**src/design/pts_pkg.sv**
```systemverilog
// Shared types and constants for the periodic timer slot table.
// No dependencies; imported by every module of the block.
`default_nettype none

package pts_pkg;

    // Microseconds in one millisecond.
    localparam logic [9:0] US_PER_MS = 10'd1000;

    // Most fired results one scan may report.
    localparam int MAX_RESULTS = 8;

    // Width of interval times microseconds-per-millisecond.
    localparam int PROD_W = 42;

    typedef enum logic [1:0] {
        OP_CREATE = 2'd0,
        OP_STOP   = 2'd1,
        OP_SCAN   = 2'd2,
        OP_SHIFT  = 2'd3
    } t_op;

    typedef enum logic [2:0] {
        ST_OK      = 3'd0,
        ST_FAILED  = 3'd1,
        ST_FIRED   = 3'd2,
        ST_NONE    = 3'd3,
        ST_SHIFTED = 3'd4
    } t_status;

    typedef struct packed {
        t_op         op;
        logic [63:0] time_us;
        logic [31:0] period_ms;
        logic        single_shot;
        logic [3:0]  slot_id;
    } t_cmd;

    typedef struct packed {
        t_status    status;
        logic [3:0] result_id;
        logic       last;
    } t_result;

    typedef struct packed {
        logic    valid;
        t_result res;
    } t_res_msg;

    typedef struct packed {
        logic        single_shot;
        logic [31:0] period_ms;
        logic [63:0] expiry_us;
    } t_slot;

endpackage

`default_nettype wire

```
**src/design/pts_out_reg.sv**
```systemverilog
// One-entry output register for result words.
// Depends on pts_pkg for the result types.
`default_nettype none

module pts_out_reg
    import pts_pkg::*;
(
    input  wire logic     i_clk,
    input  wire logic     i_rst_n,
    input  wire t_res_msg i_msg,
    input  wire logic     i_stall,
    output logic          o_ready,
    output logic          o_valid,
    output t_result       o_res
);

    logic    r_valid;
    t_result r_res;

    // Take a new word when empty or when the held word leaves this cycle.
    assign o_ready = !r_valid || !i_stall;
    assign o_valid = r_valid;
    assign o_res   = r_res;

    always_ff @(posedge i_clk) begin
        if (!i_rst_n) begin
            r_valid <= 1'b0;
        end else if (o_ready) begin
            r_valid <= i_msg.valid;
        end
    end

    always_ff @(posedge i_clk) begin
        if (o_ready && i_msg.valid) begin
            r_res <= i_msg.res;
        end
    end

endmodule

`default_nettype wire

```
**src/design/pts_ctrl.sv**
```systemverilog
// Command sequencer: slot memory, used bits and per-slot read-modify-write.
// Depends on pts_pkg for command, result and slot types.
`default_nettype none

module pts_ctrl
    import pts_pkg::*;
#(
    parameter int TIMER_SLOTS = 8
) (
    input  wire logic i_clk,
    input  wire logic i_rst_n,
    input  wire logic i_start,
    input  wire t_cmd i_cmd,
    input  wire logic i_out_ready,
    output t_res_msg  o_msg,
    output logic      o_done
);

    localparam int IW = (TIMER_SLOTS > 1) ? $clog2(TIMER_SLOTS) : 1;
    localparam int CW = $clog2(TIMER_SLOTS + 1);

    typedef enum logic [3:0] {
        S_IDLE,
        S_FIND,
        S_CR_WR,
        S_SH_RD,
        S_SH_WR,
        S_SC_RD,
        S_SC_CMP,
        S_SC_ADV,
        S_SC_FIX,
        S_SC_PUSH,
        S_EMIT
    } t_state;

    t_state                  r_state;
    logic [CW-1:0]           r_idx;
    logic [TIMER_SLOTS-1:0]  r_used;
    logic [PROD_W-1:0]       r_prod;
    logic [63:0]             r_sum;
    logic                    r_pend_v;
    logic [3:0]              r_pend_id;
    logic [3:0]              r_found;
    t_result                 r_res;

    t_slot                   r_mem [TIMER_SLOTS];
    t_slot                   r_rd;

    logic [IW-1:0] idx;
    logic          at_end;
    logic [3:0]    cur_id;
    logic [3:0]    stop_m1;
    logic [IW-1:0] stop_idx;
    logic          stop_ok;
    logic          due;
    logic [63:0]   prod64;
    logic [63:0]   fix_deadline;
    logic          mem_we;
    t_slot         mem_wdata;

    assign idx      = r_idx[IW-1:0];
    assign at_end   = (r_idx == CW'(TIMER_SLOTS));
    assign cur_id   = 4'({1'b0, idx} + 1'b1);
    assign stop_m1  = i_cmd.slot_id - 4'd1;
    assign stop_idx = IW'(stop_m1);
    assign stop_ok  = (i_cmd.slot_id != 4'd0)
                   && (32'(i_cmd.slot_id) <= 32'(TIMER_SLOTS))
                   && r_used[stop_idx];
    assign due      = (r_rd.expiry_us <= i_cmd.time_us);
    assign prod64   = 64'(r_prod);
    // Late even after one period: restart from now.
    assign fix_deadline = (r_sum <= i_cmd.time_us) ? (i_cmd.time_us + prod64) : r_sum;

    always_comb begin
        mem_we    = 1'b0;
        mem_wdata = r_rd;
        unique case (r_state)
            S_CR_WR: begin
                mem_we    = 1'b1;
                mem_wdata = '{single_shot: i_cmd.single_shot,
                              period_ms:   i_cmd.period_ms,
                              expiry_us:   i_cmd.time_us + prod64};
            end
            S_SH_WR: begin
                mem_we              = 1'b1;
                mem_wdata.expiry_us = r_rd.expiry_us + i_cmd.time_us;
            end
            S_SC_FIX: begin
                mem_we              = 1'b1;
                mem_wdata.expiry_us = fix_deadline;
            end
            default: begin
                mem_we = 1'b0;
            end
        endcase
    end

    // Slot memory: one write port, one registered read port, same address.
    always_ff @(posedge i_clk) begin
        if (mem_we) begin
            r_mem[idx] <= mem_wdata;
        end
        r_rd <= r_mem[idx];
    end

    always_comb begin
        o_msg.valid = (r_state == S_EMIT) || ((r_state == S_SC_PUSH) && r_pend_v);
        if (r_state == S_EMIT) begin
            o_msg.res = r_res;
        end else begin
            o_msg.res = '{status: ST_FIRED, result_id: r_pend_id, last: 1'b0};
        end
    end

    assign o_done = (r_state == S_EMIT) && i_out_ready;

    always_ff @(posedge i_clk) begin
        if (!i_rst_n) begin
            r_state  <= S_IDLE;
            r_idx    <= '0;
            r_used   <= '0;
            r_pend_v <= 1'b0;
            r_found  <= '0;
        end else begin
            unique case (r_state)
                S_IDLE: begin
                    r_idx    <= '0;
                    r_pend_v <= 1'b0;
                    r_found  <= '0;
                    if (i_start) begin
                        unique case (i_cmd.op)
                            OP_CREATE: r_state <= S_FIND;
                            OP_STOP: begin
                                if (stop_ok) begin
                                    r_used[stop_idx] <= 1'b0;
                                    r_res <= '{status: ST_OK, result_id: 4'd0, last: 1'b1};
                                end else begin
                                    r_res <= '{status: ST_FAILED, result_id: 4'd0,
                                               last: 1'b1};
                                end
                                r_state <= S_EMIT;
                            end
                            OP_SCAN:  r_state <= S_SC_RD;
                            OP_SHIFT: r_state <= S_SH_RD;
                        endcase
                    end
                end
                S_FIND: begin
                    priority if (at_end) begin
                        r_res   <= '{status: ST_FAILED, result_id: 4'd0, last: 1'b1};
                        r_state <= S_EMIT;
                    end else if (!r_used[idx]) begin
                        r_prod  <= PROD_W'(i_cmd.period_ms) * PROD_W'(US_PER_MS);
                        r_state <= S_CR_WR;
                    end else begin
                        r_idx <= r_idx + 1'b1;
                    end
                end
                S_CR_WR: begin
                    r_used[idx] <= 1'b1;
                    r_res   <= '{status: ST_OK, result_id: cur_id, last: 1'b1};
                    r_state <= S_EMIT;
                end
                S_SH_RD: begin
                    priority if (at_end) begin
                        r_res   <= '{status: ST_SHIFTED, result_id: 4'd0, last: 1'b1};
                        r_state <= S_EMIT;
                    end else if (r_used[idx]) begin
                        r_state <= S_SH_WR;
                    end else begin
                        r_idx <= r_idx + 1'b1;
                    end
                end
                S_SH_WR: begin
                    r_idx   <= r_idx + 1'b1;
                    r_state <= S_SH_RD;
                end
                S_SC_RD: begin
                    priority if (at_end || (r_found == 4'(MAX_RESULTS))) begin
                        if (r_pend_v) begin
                            r_res <= '{status: ST_FIRED, result_id: r_pend_id, last: 1'b1};
                        end else begin
                            r_res <= '{status: ST_NONE, result_id: 4'd0, last: 1'b1};
                        end
                        r_state <= S_EMIT;
                    end else if (r_used[idx]) begin
                        r_state <= S_SC_CMP;
                    end else begin
                        r_idx <= r_idx + 1'b1;
                    end
                end
                S_SC_CMP: begin
                    r_prod <= PROD_W'(r_rd.period_ms) * PROD_W'(US_PER_MS);
                    priority if (!due) begin
                        r_idx   <= r_idx + 1'b1;
                        r_state <= S_SC_RD;
                    end else if (r_rd.single_shot) begin
                        r_used[idx] <= 1'b0;
                        r_state     <= S_SC_PUSH;
                    end else begin
                        r_state <= S_SC_ADV;
                    end
                end
                S_SC_ADV: begin
                    r_sum   <= r_rd.expiry_us + prod64;
                    r_state <= S_SC_FIX;
                end
                S_SC_FIX: begin
                    r_state <= S_SC_PUSH;
                end
                S_SC_PUSH: begin
                    // Hold the new hit; the previous one goes out without last.
                    if (!r_pend_v || i_out_ready) begin
                        r_pend_v  <= 1'b1;
                        r_pend_id <= cur_id;
                        r_found   <= r_found + 4'd1;
                        r_idx     <= r_idx + 1'b1;
                        r_state   <= S_SC_RD;
                    end
                end
                S_EMIT: begin
                    if (i_out_ready) begin
                        r_state <= S_IDLE;
                    end
                end
                default: begin
                    r_state <= S_IDLE;
                end
            endcase
        end
    end

    a_found_bound: assert property (@(posedge i_clk) disable iff (!i_rst_n)
        r_found <= 4'(MAX_RESULTS))
        else $error("scan hit count exceeds limit");

    a_create_marks: assert property (@(posedge i_clk) disable iff (!i_rst_n)
        (r_state == S_CR_WR) |=> r_used[$past(idx)])
        else $error("created slot not marked used");

    a_oneshot_frees: assert property (@(posedge i_clk) disable iff (!i_rst_n)
        (r_state == S_SC_CMP && due && r_rd.single_shot) |=> !r_used[$past(idx)])
        else $error("fired one-shot slot still used");

    a_done_last: assert property (@(posedge i_clk) disable iff (!i_rst_n)
        o_done |-> (o_msg.valid && o_msg.res.last))
        else $error("command finished without a last word");

endmodule

`default_nettype wire

```
**src/design/periodic_timer_slots_unit.sv**
```systemverilog
// Top level of the periodic timer slot table: input register, sequencer, output register.
// Depends on pts_pkg, pts_ctrl and pts_out_reg.
//
// Usage: one command word enters on the input channel (i_in_valid / o_in_stall);
// its result words leave on the output channel (o_out_valid / i_out_stall).
// Create, stop and shift give one word; scan gives one fired word per due slot
// (at most eight), or one nothing-due word, with o_last on the final word.
// A word is held in an input register while the sequencer walks the slot memory,
// one read-modify-write at a time, with one write port and one read port.
// Stop needs no walk of the memory; create walks to the first free slot (and fails
// at the end of a full table); shift and scan walk every slot, scan stopping
// once it has reported eight fired slots.
// The next command is accepted the cycle after the last word is handed over.
// Reset (i_rst_n low at a clock edge) marks every slot free and empties both
// registers; slot contents are not cleared. A stall on the output holds the
// current word steady, pausing the sequencer at its next word; input stays stalled.
`default_nettype none

module periodic_timer_slots_unit
    import pts_pkg::*;
#(
    parameter int TIMER_SLOTS = 8
) (
    input  wire logic        i_clk,
    input  wire logic        i_rst_n,
    input  wire logic        i_in_valid,
    output logic             o_in_stall,
    input  wire logic [1:0]  i_cmd,
    input  wire logic [63:0] i_time_us,
    input  wire logic [31:0] i_period_ms,
    input  wire logic        i_single_shot,
    input  wire logic [3:0]  i_slot_id,
    output logic             o_out_valid,
    input  wire logic        i_out_stall,
    output logic [2:0]       o_status,
    output logic [3:0]       o_result_id,
    output logic             o_last
);

    logic     r_cmd_v;
    t_cmd     r_cmd;
    logic     in_take;
    logic     cmd_done;
    logic     out_ready;
    t_res_msg res_msg;
    t_result  out_res;

    // Hold off new words until the current command has handed over its last word.
    assign o_in_stall = r_cmd_v;
    assign in_take    = i_in_valid && !r_cmd_v;

    always_ff @(posedge i_clk) begin
        if (!i_rst_n) begin
            r_cmd_v <= 1'b0;
        end else if (in_take) begin
            r_cmd_v <= 1'b1;
        end else if (cmd_done) begin
            r_cmd_v <= 1'b0;
        end
    end

    // Capture the command word; it stays put for the whole command.
    always_ff @(posedge i_clk) begin
        if (in_take) begin
            r_cmd <= '{op: t_op'(i_cmd), time_us: i_time_us, period_ms: i_period_ms,
                       single_shot: i_single_shot, slot_id: i_slot_id};
        end
    end

    pts_ctrl #(
        .TIMER_SLOTS (TIMER_SLOTS)
    ) u_ctrl (
        .i_clk       (i_clk),
        .i_rst_n     (i_rst_n),
        .i_start     (r_cmd_v),
        .i_cmd       (r_cmd),
        .i_out_ready (out_ready),
        .o_msg       (res_msg),
        .o_done      (cmd_done)
    );

    pts_out_reg u_out (
        .i_clk   (i_clk),
        .i_rst_n (i_rst_n),
        .i_msg   (res_msg),
        .i_stall (i_out_stall),
        .o_ready (out_ready),
        .o_valid (o_out_valid),
        .o_res   (out_res)
    );

    assign o_status    = out_res.status;
    assign o_result_id = out_res.result_id;
    assign o_last      = out_res.last;

endmodule

`default_nettype wire

```
**config.mk**
```make
export PLATFORM = sky130hd
export DESIGN_NAME = periodic_timer_slots_unit
export DESIGN_NICKNAME = d
export VERILOG_FILES = /design/src/design/pts_pkg.sv /design/src/design/pts_out_reg.sv /design/src/design/pts_ctrl.sv /design/src/design/periodic_timer_slots_unit.sv
export SDC_FILE = /design/constraint.sdc
export NUM_CORES = 2
export LEC_CHECK = 0
export BUFFER_PORTS_ARGS = -buffer_cell sky130_fd_sc_hd__buf_2
export CAP_MARGIN = 20
export CORE_ASPECT_RATIO = 1.1
export CORE_MARGIN = 4
export CORE_UTILIZATION = 34
export CTS_CLUSTER_SIZE = 8
export DETAILED_ROUTE_END_ITERATION = 6
export GPL_TIMING_DRIVEN = 0
export PLACE_DENSITY_LB_ADDON = 0.25
export SYNTH_ARGS = -nofsm -noshare
export SYNTH_HDL_FRONTEND = slang
export SYNTH_SLANG_ARGS = --single-unit
```
**constraint.sdc**
```tcl
create_clock -name i_clk -period 16.3 [get_ports i_clk]
set_input_delay 0.815 -clock i_clk [delete_from_list [all_inputs] [get_ports i_clk]]
set_output_delay 0.815 -clock i_clk [all_outputs]
set_load 0.1 [all_outputs]
```
## Word level (Yosys, flattened, before mapping)

Memories as Yosys holds them, arrays and structs flattened. A register that Yosys moved wholly into a read port is not among the register bits.
Cells that the tools add are included.

| storage, ports and cells | value |
|---|---|
| memories | 1 |
| register bits after elaboration | 252 |
| RAM bits | 776 |
| word-level logic and storage cells | 170 |

Memories:

| memory | depth | bits a word | rd ports | clocked after memory_dff | wr ports | line | source |
|---|---|---|---|---|---|---|---|
| u_ctrl.r_mem | 8 | 97 | 1 | 1 | 1 | pts_ctrl.sv:46 | `t_slot r_mem [TIMER_SLOTS];` |

| cells by class | value |
|---|---|
| mux-type cells | 59 |
| bitwise gates (word level) | 5 |
| $add $sub $neg | 7 |
| multipliers | 2 |
| $lt $le $gt $ge | 7 |
| reductions and logical operators | 34 |
| equal/unequal tests | 34 |

Operator list:

| kind | count |
|---|---|
| 64-bit one-hot mux with 3 select lines | 1 |
| 64-bit by 42-bit adder with 64-bit output | 2 |
| 64-bit less-or-equal comparator | 2 |
| 42-bit two-way mux | 2 |
| 42-bit one-hot mux with 2 select lines | 1 |
| 8-bit two-way mux | 10 |
| 32-bit by 7-bit multiplier with 39-bit output, second input constant | 2 |
| 4-bit two-way mux | 19 |
| 64-bit adder | 1 |
| 64-bit two-way mux | 1 |
| 4-bit one-hot mux with 11 select lines | 1 |
| 8-bit one-hot mux with 5 select lines | 1 |
| 33-bit two-way mux | 1 |
| 4-bit one-hot mux with 7 select lines | 1 |
| 8-bit one-hot mux with 3 select lines | 1 |
| 4-bit equality test, second input constant | 5 |
| 8-bit bitwise AND | 2 |
| 4-bit by 3-bit equality test with 1-bit output, second input constant | 4 |
| 2-bit by 1-bit != test with 1-bit output, second input constant | 8 |
| 2-bit != test, second input constant | 8 |
| 8-bit inverter | 2 |
| 4-bit one-hot mux with 4 select lines | 1 |
| 7-bit AND reduction | 2 |
| 6-bit two-way mux | 2 |
| 34 further kinds | 68 |

## Depth between registers and ports, before layout

| depth | value |
|---|---|
| depth after elaboration | 11 |
| depth in mapped cells | 19 |
| mapped depth without buffers | 19 |

## By module

A second synthesis with hierarchy kept.

| second synthesis, totals | value |
|---|---|
| cell total of the unflattened synthesis | 5141 |
| area, all modules | 62095.8 um^2 |

By module, submodules not included:

| module | times used | cells an instance | area an instance (um^2) | sequential area each (um^2) |
|---|---|---|---|---|
| pts_ctrl | 1 | 5021 | 58681.3 | 29087.9 |
| periodic_timer_slots_unit | 1 | 107 | 3133.0 | 3113.0 |
| pts_out_reg | 1 | 13 | 281.5 | 260.2 |

## Worst setup path before layout

OpenSTA, ideal clock, no wires.

| timing | value |
|---|---|
| path type | register to register |
| from | register u_ctrl.r_state[2] |
| to | memory u_ctrl.r_mem[3][0] (netlist name), enable pin |
| stages on the path, launching flop included | 8 |
| data required time | 15.628 ns |
| arrival | 8.414 ns |
| clock period less this slack | 9.086 ns |
| setup slack | 7.214 ns |
| buffers on the path | 3 |
| cell sequence | dfxtp_1 > clkbuf_1 > nand2_1 > nor3_1 > nor2_1 > clkbuf_1 > buf_1 > nor3_1 |

| on the way | value |
|---|---|
| cells in the longest elaborated chain, start to end | 5 |

RTL lines:

| element | line | source |
|---|---|---|
| start: declaration | pts_ctrl.sv:36 | `t_state r_state;` |
| start signal: assignment | pts_ctrl.sv:119 | `r_state <= S_IDLE;` |
| start signal: assignment | pts_ctrl.sv:132 | `OP_CREATE: r_state <= S_FIND;` |
| start signal: assignment | pts_ctrl.sv:141 | `r_state <= S_EMIT;` |
| 4-bit by 2-bit equality test with 1-bit output (tied with other cells) | pts_ctrl.sv:77 | `unique case (r_state)` |
| 3-bit OR reduction (no source line) (*) | -- |  |
| 1-bit two-way mux (*) | pts_ctrl.sv:77 |  |
| 1-bit two-way mux (*) | pts_ctrl.sv:100 | `if (mem_we) begin` |
| 1-bit two-way mux (implied by the code) (*) | pts_ctrl.sv:101 | `r_mem[idx] <= mem_wdata;` |
| end: declaration | pts_ctrl.sv:46 |  |

Mark *: on every way between the ends. The rest lies on a longest branch, timed or not.

==> results.yml <==
floorplan:
  pin_count: 117
  start_util: 0.342
  die_h_um: 456
  die_area_um2: 190000
  die_w_um: 415
  coreArea_um2: 182000
  rows: 164
placed_design:
  dp_cells: 7719
  io_buffers: 116
  gp_congestion: 0.948
  hpwl_mm: 168
  dpl_cell_area_um2: 67100
clock_tree:
  htreeDepth: 4
  cts_buffers: 161
  post-cts-setup-buffer-count: 0
  insertion_delay_ps: 800
  cts_buffer_depth: 3
  cts.reportedPaths.clkPinSlew_ps: 60
  cts_hold_buf: 0
  cts-root-buf: "clkbuf_16"
  clock-sinks: 1121
  cts_tree: "done"
  cts-resized-gates: 0
worst_setup_path:
  rr_startpoint: "r_cmd[69]$_DFFE_PP_"
  worst_ep_arrival_time_ps: 7280
  worstSetupStartpointType: "register"
  critPathCaptureType: "register"
  crit_path_start: "r_cmd[69]$_DFFE_PP_"
  crit_required_ps: 16750
  worstSetupPathType: "register to register"
  cp_max_fo: 10
global_routing:
  grt_usage: 0.228
  gr-total-overflow: 0
  antenna_found_initial: 15
  grt_pass1_wl_mm: 315
  first_global_vias: 44498
  grt_max_degree: 51
finish:
  area_growth_pct: 16.2
  final_area_um2: 72200
  seq_area_um2: 32500
  multi_input_area_um2: 27000
  final_nets: 6285
  final_cells: 8033
  drive_above_1_share: 0.0881
  fillers: 17276
sta:
  hold_violations: 0
  fmax_mhz: 146
  holdWs_ps: 191
  drv_slew: 0
  skew_ps: 63.2
  worst_pin_slew_ps: 1280
  slew-limit-headroom: 0.149
  fin_crit_ps: 6830
  fin_crit_sh: 0.419
  grt_setup_unrepaired: "false"
  setup_viol: 0
drt:
  top_layer_used: "met5"
  first_iter_violations: 4761
  ant_nets: 1
  route.met2.wl_mm: 106
  vias_per_cell: 5.60
  via_count: 44950
  wl_per_cell_um: 27.5
  m1WireLength_mm: 90.0
  wl_met3_mm: 15.5
  drt_first_pass_iters: 7
  drt_wl_total_mm: 221
  drc: 7
yosys:
  synth_flop_cell: "edfxtp_1"
  syn_inst: 5112
  synth_nets: 5902
  synth_edf_count: 1001
  syn-cell-area_um2: 62100
  async_reset_ff_frac: 0
  ys_warn_count: 0
  synth_seq_cells: 1121
  synth_cell_types: 96
  avgSynthCellArea_um2: 12.1
  ys_seq_area_frac: 0.523
status:
  violations: "antenna rules, DRC"
  outcome: "finished with violations"
flow_run:
  max_cap_viol_count: 0
min_path:
  hold_path.class: "primary input to register"
  hold_start: "i_time_us[25]"
worst max-delay path: stages (launching register included):
cell and delay [ps]:
edfxtp_1 450, inv_1 110, ha_1 290, nand4_1 160, nor4_1 450, buf_2 260
nand4_1 390, a31oi_1 730, nor4_1 130, o22ai_1 160, and2_1 140, clkbuf_1 290
clkbuf_1 780, clkbuf_1 880, a22oi_1 290, a31oi_1 930
through the flow:
step	setup TNS (ps)	util	setup WS [ps]
2_1_floorplan	0	-	7210
4_1_cts	0	0.396	9720
6_report	0	0.397	9470
3_5_place_dp	0	0.369	9730
3_3_place_gp	-395090	0.362	-4100
5_1_grt	0	0.397	9480
final timing paths:
kind	to	slack (ps)	depth (start not counted)
setup / recovery	u_ctrl.r_mem[7][37]$_DFFE_PP_	9470	15
hold / removal	r_cmd[62]$_DFFE_PP_	190	1
setup reg to reg	u_ctrl.r_mem[7][37]$_DFFE_PP_	9470	15
hold reg to reg	u_ctrl.r_rd[9]$_DFF_P_	460	2
final cells by class:
cell class,instances,share of cell area
clock inverters,21,0.00655
well taps,2407,0.0417
plain buffers,195,0.0118
multi-input cells,3308,0.375
clock buffers,266,0.0617
diodes,7,0.000243
inverters,488,0.0254
flip-flops and latches,1121,0.450
repair buffers,220,0.0284
per-layer routing:
layer | up-vias | track usage
li1 | 19962 | -
met5 | - | 0
met4 | 2 | 0.0957
met2 | 1860 | 0.379
met3 | 412 | 0.0386
met1 | 22714 | 0.294
synthesized netlist by cell type, types with 81 or more instances:
cell,count,area share
nor2_1,236,0.014
ha_1,444,0.089
dfxtp_1,120,0.039
nand3_1,81,0.0065
a21oi_1,321,0.026
fa_1,239,0.077
o21ai_0,216,0.017
inv_1,486,0.029
xnor2_1,171,0.024
a21o_1,111,0.013
edfxtp_1,1001,0.48
nand4_1,140,0.014
a22oi_1,396,0.048
nand2_1,215,0.013
clkbuf_1,162,0.0098
state kept, by name (all words and copies together), names as in the netlist:
| name | cells |
|---|---|
| o_in_stall | 1 |
| r_cmd | 103 |
| u_ctrl.r_found | 4 |
| u_ctrl.r_idx | 4 |
| u_ctrl.r_mem | 776 |
| u_ctrl.r_pend_id | 4 |
| u_ctrl.r_pend_v | 1 |
| u_ctrl.r_prod | 39 |
| u_ctrl.r_rd | 97 |
| u_ctrl.r_res | 7 |
| u_ctrl.r_state | 4 |
| u_ctrl.r_sum | 64 |
| u_ctrl.r_used | 8 |
| u_out.o_res | 8 |
| u_out.o_valid | 1 |
kinds of logic (layout without fill, tap and decap cells):
group / count (synthesis) / after routing / share of synthesized area
AOI/OAI and AO/OA: 1420 / 1420 / 0.155
xor gates and xnor gates: 227 / 227 / 0.0320
adders and majority gates: 683 / 683 / 0.166
buffers and inverters: 683 / 1190 / 0.0432
DFF: 1121 / 1121 / 0.523
muxes: 19 / 19 / 0.00324
other: 0 / 7 / 0
and+or+nand+nor: 959 / 959 / 0.0778
placed cells by master (no fill, tap or decap), types with 81 or more instances in the layout:
cell,count
buf_2,126
inv_1,486
fa_1,239
nand2_1,215
a21o_1,111
a22oi_1,396
clkbuf_16,161
nand3_1,81
a21oi_1,320
nand4_1,140
o21ai_0,215
clkbuf_1,264
dfxtp_1,120
nor2_1,235
edfxtp_1,1001
xnor2_1,171
ha_1,444
Power is not shown: default switching activity piles up to over one toggle a cycle in this logic, so the estimate is an artifact.
